<file path="config.mk">
export PLATFORM = sky130hd
export DESIGN_NAME = uart_tx_window_ack_flow_control
export DESIGN_NICKNAME = d
export VERILOG_FILES = /design/src/rtl/core/utxwin_pkg.sv /design/src/rtl/core/utxwin_ctrl.sv /design/src/rtl/core/utxwin_dp.sv /design/src/rtl/core/uart_tx_window_ack_flow_control.sv
export SDC_FILE = /design/constraint.sdc
export NUM_CORES = 1
export LEC_CHECK = 0
export BUFFER_PORTS_ARGS = -buffer_cell sky130_fd_sc_hd__buf_2
export CORE_MARGIN = 1.5
export CORE_UTILIZATION = 41
export CTS_CLUSTER_DIAMETER = 40
export DETAILED_ROUTE_END_ITERATION = 12
export SYNTH_ARGS = -nofsm -noshare
export SYNTH_HDL_FRONTEND = slang
export SYNTH_SLANG_ARGS = --single-unit
</file>
<file path="constraint.sdc">
create_clock -name clock -period 2.9 [get_ports clock]
set_input_delay 0.58 -clock clock [delete_from_list [all_inputs] [get_ports clock]]
set_output_delay 0.58 -clock clock [all_outputs]
set_load 0.1 [all_outputs]
</file>
<file path="src/rtl/core/utxwin_pkg.sv">
package utxwin_pkg;

   localparam int DEPTH_DEFAULT = 64;

   // Lead byte of the acknowledge pattern after reset ('%', the host value).
   localparam logic [7:0] ACK_LEAD_RESET = 8'h25;
   localparam logic [7:0] ACK_SECOND     = 8'h41;
   localparam logic [7:0] ACK_ZERO       = 8'h00;

   typedef enum logic [1:0] {
      KIND_WRITE = 2'd0,
      KIND_RECV  = 2'd1,
      KIND_SLOT  = 2'd2,
      KIND_NONE  = 2'd3
   } kind_type;

   typedef struct packed {
      logic capture;
      logic execute;
   } utxwin_cmd_type;

   function automatic logic [7:0] expected_byte(input logic [1:0] pos, input logic [7:0] lead);
      logic [7:0] result;
      unique case (pos)
         2'd0:    result = lead;
         2'd1:    result = ACK_SECOND;
         default: result = ACK_ZERO;
      endcase
      return result;
   endfunction

endpackage

</file>
<file path="src/rtl/core/utxwin_ctrl.sv">
module utxwin_ctrl (
   input  logic                       clock,
   input  logic                       reset,
   input  logic                       req_valid,
   output logic                       req_ready,
   output logic                       rsp_valid,
   input  logic                       rsp_ready,
   output utxwin_pkg::utxwin_cmd_type cmd
);
   import utxwin_pkg::*;

   typedef enum logic [1:0] {
      ST_IDLE,
      ST_EXEC,
      ST_RESP
   } state_type;

   state_type state_ff;
   logic      rsp_valid_ff;

   assign req_ready   = (state_ff == ST_IDLE);
   assign rsp_valid   = rsp_valid_ff;
   assign cmd.capture = req_ready && req_valid;
   assign cmd.execute = (state_ff == ST_EXEC);

   always_ff @(posedge clock) begin
      if (reset) begin
         state_ff     <= ST_IDLE;
         rsp_valid_ff <= 1'b0;
      end else begin
         unique case (state_ff)
            ST_IDLE: begin
               if (req_valid) begin
                  state_ff <= ST_EXEC;
               end
            end
            ST_EXEC: begin
               state_ff     <= ST_RESP;
               rsp_valid_ff <= 1'b1;
            end
            ST_RESP: begin
               if (rsp_ready) begin
                  state_ff     <= ST_IDLE;
                  rsp_valid_ff <= 1'b0;
               end
            end
            default: begin
               state_ff     <= ST_IDLE;
               rsp_valid_ff <= 1'b0;
            end
         endcase
      end
   end

   // A captured transfer is always executed on the next cycle.
   a_capture_then_exec: assert property (@(posedge clock) disable iff (reset)
      cmd.capture |=> cmd.execute)
      else $error("captured item was not executed");

   // No new transfer is taken while a result is still offered.
   a_no_accept_while_rsp: assert property (@(posedge clock) disable iff (reset)
      rsp_valid_ff |-> !req_ready)
      else $error("input ready while result pending");

endmodule

</file>
<file path="src/rtl/core/utxwin_dp.sv">
module utxwin_dp #(
   parameter int DEPTH = utxwin_pkg::DEPTH_DEFAULT
) (
   input  logic                       clock,
   input  logic                       reset,
   input  utxwin_pkg::utxwin_cmd_type cmd,
   input  logic [1:0]                 req_kind,
   input  logic [7:0]                 req_data,
   input  logic                       req_end_of_message,
   input  logic                       csr_write_enable,
   input  logic [7:0]                 csr_write_data,
   output logic                       rsp_tx_valid,
   output logic [7:0]                 rsp_tx_byte,
   output logic                       rsp_accepted,
   output logic [6:0]                 rsp_queue_count,
   output logic                       rsp_awaiting_ack,
   output logic                       rsp_ack_matched,
   output logic                       rsp_message_done
);
   import utxwin_pkg::*;

   localparam int PW = $clog2(DEPTH);
   localparam int CW = $clog2(DEPTH + 1);
   localparam logic [CW-1:0] FULL_COUNT = CW'(DEPTH);
   localparam logic [PW-1:0] LAST_PTR   = PW'(DEPTH - 1);

   logic [7:0]    queue_mem [DEPTH];
   logic [7:0]    rd_data_ff;

   logic [1:0]    kind_ff;
   logic [7:0]    data_ff;
   logic          eom_ff;

   logic [7:0]    ack_lead_ff;
   logic [PW-1:0] wr_ptr_ff, wr_ptr_in;
   logic [PW-1:0] rd_ptr_ff, rd_ptr_in;
   logic [CW-1:0] fill_ff, fill_in;
   logic [CW-1:0] win_ff, win_in;
   logic [1:0]    match_pos_ff, match_pos_in;
   logic          ack_ff, ack_in;
   logic          final_wait_ff, final_wait_in;

   logic          tx_valid_ff, accepted_ff, awaiting_ff, matched_ff, done_ff;
   logic [6:0]    queue_count_ff;

   logic          do_write, do_recv, do_send, byte_hit, matched;
   logic          ack_mid, final_wait_mid, done, restart, awaiting_in;
   logic [CW-1:0] fill_mid, win_mid;
   logic [CW+6:0] fill_ext;

   function automatic logic [PW-1:0] advance(input logic [PW-1:0] ptr);
      return (ptr == LAST_PTR) ? '0 : ptr + PW'(1);
   endfunction

   always_comb begin
      do_write = (kind_ff == KIND_WRITE) && (fill_ff != FULL_COUNT);
      do_recv  = (kind_ff == KIND_RECV);
      do_send  = (kind_ff == KIND_SLOT) && (fill_ff != '0) && (win_ff != FULL_COUNT);

      byte_hit = (data_ff == expected_byte(match_pos_ff, ack_lead_ff));
      matched  = do_recv && byte_hit && (match_pos_ff == 2'd3);

      // The matcher restarts on the lead byte; position three wraps to zero.
      match_pos_in = match_pos_ff;
      if (do_recv) begin
         priority if (byte_hit) begin
            match_pos_in = match_pos_ff + 2'd1;
         end else if (data_ff == ack_lead_ff) begin
            match_pos_in = 2'd1;
         end else begin
            match_pos_in = 2'd0;
         end
      end

      wr_ptr_in = do_write ? advance(wr_ptr_ff) : wr_ptr_ff;
      rd_ptr_in = do_send ? advance(rd_ptr_ff) : rd_ptr_ff;

      priority if (do_write) begin
         fill_mid = fill_ff + CW'(1);
      end else if (do_send) begin
         fill_mid = fill_ff - CW'(1);
      end else begin
         fill_mid = fill_ff;
      end
      fill_in = fill_mid;

      win_mid        = do_send ? win_ff + CW'(1) : win_ff;
      ack_mid        = ack_ff || matched;
      final_wait_mid = final_wait_ff || (do_write && eom_ff);

      // A latched acknowledge is spent on the final wait first, then on a full window.
      done    = ack_mid && final_wait_mid && (fill_mid == '0);
      restart = ack_mid && !done && (win_mid == FULL_COUNT);

      final_wait_in = done ? 1'b0 : final_wait_mid;
      win_in        = (done || restart) ? '0 : win_mid;
      ack_in        = (done || restart) ? 1'b0 : ack_mid;
      awaiting_in   = ((win_in == FULL_COUNT) || final_wait_in) && !ack_in;

      fill_ext = {7'd0, fill_in};
   end

   always_ff @(posedge clock) begin
      if (reset) begin
         ack_lead_ff   <= ACK_LEAD_RESET;
         wr_ptr_ff     <= '0;
         rd_ptr_ff     <= '0;
         fill_ff       <= '0;
         win_ff        <= '0;
         match_pos_ff  <= '0;
         ack_ff        <= 1'b0;
         final_wait_ff <= 1'b0;
      end else begin
         if (csr_write_enable) begin
            ack_lead_ff <= csr_write_data;
         end
         if (cmd.execute) begin
            wr_ptr_ff     <= wr_ptr_in;
            rd_ptr_ff     <= rd_ptr_in;
            fill_ff       <= fill_in;
            win_ff        <= win_in;
            match_pos_ff  <= match_pos_in;
            ack_ff        <= ack_in;
            final_wait_ff <= final_wait_in;
         end
      end
   end

   // The oldest byte is read when the item is captured so it is ready for a slot.
   always_ff @(posedge clock) begin
      if (cmd.capture) begin
         kind_ff    <= req_kind;
         data_ff    <= req_data;
         eom_ff     <= req_end_of_message;
         rd_data_ff <= queue_mem[rd_ptr_ff];
      end
      if (cmd.execute && do_write) begin
         queue_mem[wr_ptr_ff] <= data_ff;
      end
      if (cmd.execute) begin
         tx_valid_ff    <= do_send;
         accepted_ff    <= do_write;
         queue_count_ff <= fill_ext[6:0];
         awaiting_ff    <= awaiting_in;
         matched_ff     <= matched;
         done_ff        <= done;
      end
   end

   assign rsp_tx_valid     = tx_valid_ff;
   assign rsp_tx_byte      = tx_valid_ff ? rd_data_ff : 8'd0;
   assign rsp_accepted     = accepted_ff;
   assign rsp_queue_count  = queue_count_ff;
   assign rsp_awaiting_ack = awaiting_ff;
   assign rsp_ack_matched  = matched_ff;
   assign rsp_message_done = done_ff;

   a_fill_bound: assert property (@(posedge clock) disable iff (reset)
      fill_ff <= FULL_COUNT)
      else $error("queue fill count beyond depth");

   a_window_bound: assert property (@(posedge clock) disable iff (reset)
      win_ff <= FULL_COUNT)
      else $error("window count beyond depth");

   a_empty_ptrs: assert property (@(posedge clock) disable iff (reset)
      (fill_ff == '0) |-> (wr_ptr_ff == rd_ptr_ff))
      else $error("empty queue with unequal pointers");

endmodule

</file>
<file path="src/rtl/core/uart_tx_window_ack_flow_control.sv">
// Transmit side of a UART link with a credit window.
// Input channel req_*: one transfer per event. req_kind selects a queue write
// (req_data, req_end_of_message), a byte received from the line (req_data) or
// a line-ready slot. Each input transfer yields exactly one rsp_* transfer that
// reports the byte sent, write acceptance, queue fill and acknowledge status.
// csr_write_enable/csr_write_data set the lead byte of the acknowledge pattern;
// write it only while no item is in flight.
// Sequence: an item is captured, executed on the next cycle and offered on the
// cycle after; a new item is taken only once the previous result has been
// accepted on rsp_ready. The pace is set by the capture, execute and respond
// steps of the controller around the queue memory's registered read port.
// Only one item is in flight; while rsp_valid waits for rsp_ready the
// result holds and req_ready stays low.
// Reset (synchronous, active high) empties the queue, clears the window, the
// matcher, the latched acknowledge and the final wait, and loads the lead byte
// with '%'. Queue memory contents are not cleared; no clearing pass is needed.
module uart_tx_window_ack_flow_control #(
   parameter int DEPTH = utxwin_pkg::DEPTH_DEFAULT
) (
   input  logic       clock,
   input  logic       reset,
   input  logic       req_valid,
   output logic       req_ready,
   input  logic [1:0] req_kind,
   input  logic [7:0] req_data,
   input  logic       req_end_of_message,
   output logic       rsp_valid,
   input  logic       rsp_ready,
   output logic       rsp_tx_valid,
   output logic [7:0] rsp_tx_byte,
   output logic       rsp_accepted,
   output logic [6:0] rsp_queue_count,
   output logic       rsp_awaiting_ack,
   output logic       rsp_ack_matched,
   output logic       rsp_message_done,
   input  logic       csr_write_enable,
   input  logic [7:0] csr_write_data
);
   import utxwin_pkg::*;

   utxwin_cmd_type cmd;

   utxwin_ctrl u_ctrl (
      .clock     (clock),
      .reset     (reset),
      .req_valid (req_valid),
      .req_ready (req_ready),
      .rsp_valid (rsp_valid),
      .rsp_ready (rsp_ready),
      .cmd       (cmd)
   );

   utxwin_dp #(
      .DEPTH (DEPTH)
   ) u_dp (
      .clock              (clock),
      .reset              (reset),
      .cmd                (cmd),
      .req_kind           (req_kind),
      .req_data           (req_data),
      .req_end_of_message (req_end_of_message),
      .csr_write_enable   (csr_write_enable),
      .csr_write_data     (csr_write_data),
      .rsp_tx_valid       (rsp_tx_valid),
      .rsp_tx_byte        (rsp_tx_byte),
      .rsp_accepted       (rsp_accepted),
      .rsp_queue_count    (rsp_queue_count),
      .rsp_awaiting_ack   (rsp_awaiting_ack),
      .rsp_ack_matched    (rsp_ack_matched),
      .rsp_message_done   (rsp_message_done)
   );

endmodule

</file>
---- After elaboration in Yosys (flattened, before gate mapping) ----
Memories as Yosys holds them, arrays and structs flattened. A register that Yosys moved wholly into a read port is not among the register bits.
Cells that the tools add are included.
word-level totals
  register bits after elaboration ......... 64
  bits in latches ......................... 0
  RAM bits ................................ 512
  memory bits (read-only) ................. 0
  word-level logic and storage cells ...... 91
  memories ................................ 1
operators by class
  add/sub/neg operators ................... 6
  multipliers ............................. 0
  divide/modulo/power cells ............... 0
  magnitude comparators ................... 0
  equality and inequality tests ........... 16
  shift-type cells ........................ 0
  multiplexer cells ....................... 19
  bitwise gates (word level) .............. 1
  reduce and logical (&&, ||, !) cells .... 29
memory list
  memory          words  bits a word  read ports  clocked after memory_dff  write ports  RTL line         source
  u_dp.queue_mem  64     8            1           1                         1            utxwin_dp.sv:27  logic [7:0] queue_mem [DEPTH];
operator list
  kind                                                                 number
  7-bit two-way mux                                                    4
  8-bit == test                                                        2
  8-bit one-hot mux with 2 select lines                                1
  7-bit by 1-bit adder with 7-bit output (second input constant)       2
  7-bit == test (second input constant)                                2
  7-bit inequality test (second input constant)                        2
  1-bit logical AND                                                    13
  6-bit by 1-bit adder with 6-bit output (second input constant)       2
  6-bit == test (second input constant)                                2
  6-bit two-way mux                                                    2
  2-bit AND reduction                                                  5
  8-bit two-way mux                                                    1
  7-bit logical NOT                                                    1
  7-bit nonzero test                                                   1
  7-bit by 1-bit subtractor with 7-bit output (second input constant)  1
  2-bit by 1-bit == test with 1-bit output (second input constant)     3
  2-bit == test (second input constant)                                3
  2-bit logical NOT                                                    3
  1-bit two-way mux                                                    6
  2-bit two-way mux                                                    3
  2-bit one-hot mux with 3 select lines                                1
  1-bit logical OR                                                     4
  2-bit inequality test (second input constant)                        2
  1-bit one-hot mux with 3 select lines                                1
  3 further kinds                                                      4

---- Logic depth before layout (Yosys ltp) ----
  depth after elaboration ................. 16
  gate-level depth with buffers ........... 12

---- By module ----
Synthesis repeated with hierarchy kept, for this count alone.
unflattened totals
  cell total of the unflattened synthesis .. 1177
  area total of the unflattened synthesis .. 23327.4 um^2
by module, submodules not included
  module       instances  cells each  area an instance (um^2)  seq. area each (um^2)
  utxwin_dp    1          1165        23191.0                  17066.4
  utxwin_ctrl  1          12          136.4                    60.1

---- Least setup slack after synthesis ----
OpenSTA, ideal clock, no wires.
  kind .................................... reg2reg
  start ................................... register u_dp.rd_ptr_ff[0]
  end ..................................... register u_dp.rd_data_ff[0], read port of u_dp.queue_mem, data pin
  library setup time ...................... 272 ps
  arrival ................................. 2718 ps
  data required time ...................... 2628 ps
  slack ................................... -90 ps
  cell stages (with the launch flop) ...... 7
  clock period less this slack ............ 2990 ps
  cell sequence ........................... dfxtp_1 clkbuf_1 clkbuf_1 buf_1 mux4_2 mux4_2 mux4_2
RTL lines
  item                    RTL line          source
  start, declared         utxwin_dp.sv:36   logic [PW-1:0] rd_ptr_ff, rd_ptr_in;
  start signal, assigned  utxwin_dp.sv:119  rd_ptr_ff <= rd_ptr_in;
  end, declared           utxwin_dp.sv:28   logic [7:0] rd_data_ff;

---- Worst setup path in the final report ----
  start ................................... register u_dp.kind_ff[0]
  end ..................................... memory u_dp.queue_mem[41][4] (enable)
between the ends
  cells in the longest elaborated chain, start to end .. 5
RTL lines
  item                                     RTL line          source
  start, declared                          utxwin_dp.sv:30   logic [1:0] kind_ff;
  start signal, assigned                   utxwin_dp.sv:132  kind_ff <= req_kind;
  2-bit logical NOT                        utxwin_dp.sv:56   do_write = (kind_ff == KIND_WRITE) && (fill_ff != FULL_COUNT);
  1-bit logical AND                        utxwin_dp.sv:56
  via u_dp.do_write                        utxwin_dp.sv:46   logic do_write, do_recv, do_send, byte_hit, matched;
  1-bit logical AND                        utxwin_dp.sv:137  if (cmd.execute && do_write) begin
  1-bit two-way mux                        utxwin_dp.sv:137
  1-bit two-way mux (implied by the code)  utxwin_dp.sv:138  queue_mem[wr_ptr_ff] <= data_ff;
  end, declared                            utxwin_dp.sv:27
The timed path passes the listed nets, and every way through them passes these cells.

==> reports/metrics.csv <==
metric,value,unit
outcome,completed,
grt_first_pass_wirelength,77600,µm
detail-route-antenna-nets,0,
combPwrFrac,3.0,%
critPathArrivalTime,3.20,ns
drt_first_iter_violations,973,
synth.avg_cell_area,19.8,µm²
setup_viol,0,
groute.usage.overall,18.4,%
ctsRootBufferMaster,clkbuf_16,
startpoint,u_dp.kind_ff[0]$_DFFE_PP_,
netlist_top_cells_area,"edfxtp_1, mux4_2, dfxtp_1",
internal-power,15.9,mW
min_period_over_period,99.5,%
initial_utilization,41.3,%
layout.nets,1408,
power.share.switching,21.0,%
pwr_density_cell,713,nW/µm²
cts.path.max_buffers,3,
power_switching,4.22,mW
avgRoutedWirePerCell,23.8,µm
peakVddDrop,0.390,mV
wl,52200,µm
seq_power_share,46.3,%
power.leakage,9.03,nW
overflow,0,
start_kind,flop,
postLayoutSetupSlackWorst,0.0143,ns
detailed_routed_wire_length_on_met3,3420,µm
clock_insertion_delay_worst_skew,0.61,ns
met1_length,22700,µm
worst_r2r_startpoint,u_dp.kind_ff[0]$_DFFE_PP_,
endpoint,u_dp.queue_mem[41][4]$_DFFE_PP_,
critPathRequiredTime,3.21,ns
rr_endpoint,u_dp.queue_mem[41][4]$_DFFE_PP_,
synth_enable_flop_cells,543,
yosys-top-cells-count,"edfxtp_1, mux4_2, nor2_1",
numPortBuffers,45,
ys.flop_type,edfxtp_1,
remaining_drc_errors,0,
via_per_inst,5.41,
postCtsHoldBufs,0,
reg2reg_slack,0.01,ns
tightestPinTransition,0.759,ns
die_h,241,µm
worst_slew_margin_rel,49.4,%
asyncSetResetFlopFracSynth,0,%
synth_most_common_cell,edfxtp_1,
count_of_h_tree_levels_built_during_cts,3,
netlist.area_leader.share,70.1,%
syn_area,23300,µm²
report.final.hold_viol_count,0,
cts_sinks,584,
design.die.area,58200,µm²
dieWidth,241,µm
post-place-ws,0.0243,ns
num_rows,87,
drv_slew,0,
synth_seq_area_share,73.6,%
core_region_area,56300,µm²
postSynthNetCount,1208,
synth.lib_cells_used.distinct,63,
synth_top_cell_by_area,edfxtp_1,
numCtsBuffers,82,
flow.area_growth_from_synthesis,21.3,%
worst_setup_path_end_kind,flop,
reg2reg_depth,7,
rsz0062_at_grt,true,
hold-path-cell-count,1,
place.detailed.hpwl,32600,µm
grt_start_max_net_pins,72,
place_congestion,0.820,
cp_max_fo,8,
hold_path_class,input port to flop,
total_of_warnings_raised_by_yosys,0,
final_util,50.1,%
wl_met2,25100,µm
max_freq,347,MHz
pin_count,46,
synth.ff_latch_count,584,
max_cap_viol_count,0,
post-layout-total-power,20.1,mW
worst_setup_hold_path_clk_slew,0.05,ns
grt_antenna_before_repair,3,
drive_gt1_share,35.0,%
worst-setup-path-type,flop to flop,
antenna-diode-count,0,
vias,11900,
firstDrtPassIters,5,
syn_inst,1174,
via_count_of_the_first_global_routing_pass,11900,
clkPwrFrac,50.7,%
tritoncts,built,
timing.final.crit_period,2.89,ns
skew,0.0222,ns
highest_layer,met5,
-- repair_timing --
item,4_1_cts,5_1_grt
resized for setup,1,12
pin swaps,0,4
gates cloned,0,0
endpoints found under the setup margin,1,199
endpoints found under the hold margin,0,0
buffers inserted,0,3
-- layout make-up --
type,instances,area [µm²]
Tap cell,756,946
Multi-Input combinational cell,514,5880
Clock inverter,55,703
Timing Repair Buffer,177,1350
Fill cell,4569,28100
Clock buffer,93,2140
Sequential cell,584,17100
Inverter,15,56.3
-- per-layer routing --
layer	vias to the layer above	track usage [%]
met5	-	0
met4	2	5.63
met3	72	4.14
met2	399	29.0
met1	6181	25.7
li1	5207	-
-- worst min-delay path by stage --
| stage | start | endpoint | slack [ns] |
|---|---|---|---|
| finish | req_data[6] | u_dp.data_ff[6]$_DFFE_PP_ | 0.15 |
| global route | req_kind[1] | u_dp.kind_ff[1]$_DFFE_PP_ | 0.12 |
| CTS | req_data[1] | u_dp.data_ff[1]$_DFFE_PP_ | 0.11 |
| detailed placement | u_dp.ack_ff$_SDFFE_PP0P_ | u_dp.ack_ff$_SDFFE_PP0P_ | 0.48 |
| global placement | u_dp.ack_ff$_SDFFE_PP0P_ | u_dp.ack_ff$_SDFFE_PP0P_ | 0.46 |
| floorplan | u_dp.ack_ff$_SDFFE_PP0P_ | u_dp.ack_ff$_SDFFE_PP0P_ | 0.43 |
-- cells by family (layout without fill, tap and decap cells) --
group / count (synthesis) / count (layout) / synth area share [%]
buffers and inverters: 76 / 340 / 1.34
flip-flops: 584 / 584 / 73.6
adder cells (fa/ha/maj): 10 / 10 / 0.538
AO/OA/AOI/OAI: 63 / 63 / 1.98
XOR/XNOR: 30 / 30 / 1.13
multiplexers: 176 / 176 / 16.6
AND/OR/NAND/NOR: 235 / 235 / 4.79
-- layout by cell type (no fill, tap or decap), types with 5 or more instances in the layout --
master	Yosys	final
edfxtp_1	543	543
mux4_2	168	168
buf_4	0	121
nor2_1	110	110
clkbuf_16	0	84
buf_2	3	45
nand2_1	44	44
dfxtp_1	41	35
xnor2_1	17	17
inv_1	13	13
a21oi_1	13	13
xor2_1	13	13
nor3_1	12	12
bufinv_16	0	12
nand3_1	11	11
clkinv_4	0	11
and2_1	10	10
clkinvlp_4	0	10
buf_12	0	10
nand4_1	9	9
clkinv_1	2	9
ha_1	10	9
clkbuf_1	33	9
mux2i_1	8	8
o21ai_0	7	7
nor4_1	8	7
nor2b_1	6	6
inv_6	0	6
o211ai_1	5	5
or3_1	5	5
-- critical path: stages (launching register included) --
cell and delay (ns):
edfxtp_1 0.44, or2_2 0.38, a31oi_1 0.42, nand2_1 0.20, nor2_1 0.24, nand2_1 0.43, nor2_1 0.30, buf_4 0.18
-- power by group through the flow --
stage / Clock [mW] / Sequential, mW / Combinational (mW)
after floorplan: 0 / 9.61 / 0.244
after global placement: 0 / 9.48 / 0.595
final: 10.2 / 9.31 / 0.607
after detailed placement: 0 / 9.48 / 0.606
after CTS: 10.4 / 9.31 / 0.606
after global routing: 10.7 / 9.31 / 0.650
-- metrics by stage --
| step | TNS (ns) | hold slack, ns | instance area [µm²] | instances |
|---|---|---|---|---|
| 3_3_place_gp | 0 | 0.458 | 25300 | 2043 |
| 5_1_grt | -11.21 | 0.124 | 28200 | 2194 |
| 6_report | 0 | 0.147 | 28200 | 2194 |
| 2_1_floorplan | 0 | 0.428 | 23300 | 1174 |
| 4_1_cts | 0 | 0.106 | 28100 | 2191 |
| 3_5_place_dp | 0 | 0.480 | 25300 | 2043 |
-- registers in the layout, summed over array words and instances (netlist names), 2 cells and up --
register	flops
u_dp.rd_data_ff	8
u_dp.match_pos_ff	2
u_dp.rd_ptr_ff	6
u_dp.queue_mem	512
u_dp.kind_ff	2
u_dp.fill_ff	7
u_dp.ack_lead_ff	8
u_ctrl.state_ff	2
u_dp.win_ff	7
u_dp.data_ff	8
u_dp.wr_ptr_ff	6
u_dp.rsp_queue_count	7
(Power assumes the default switching activity.)
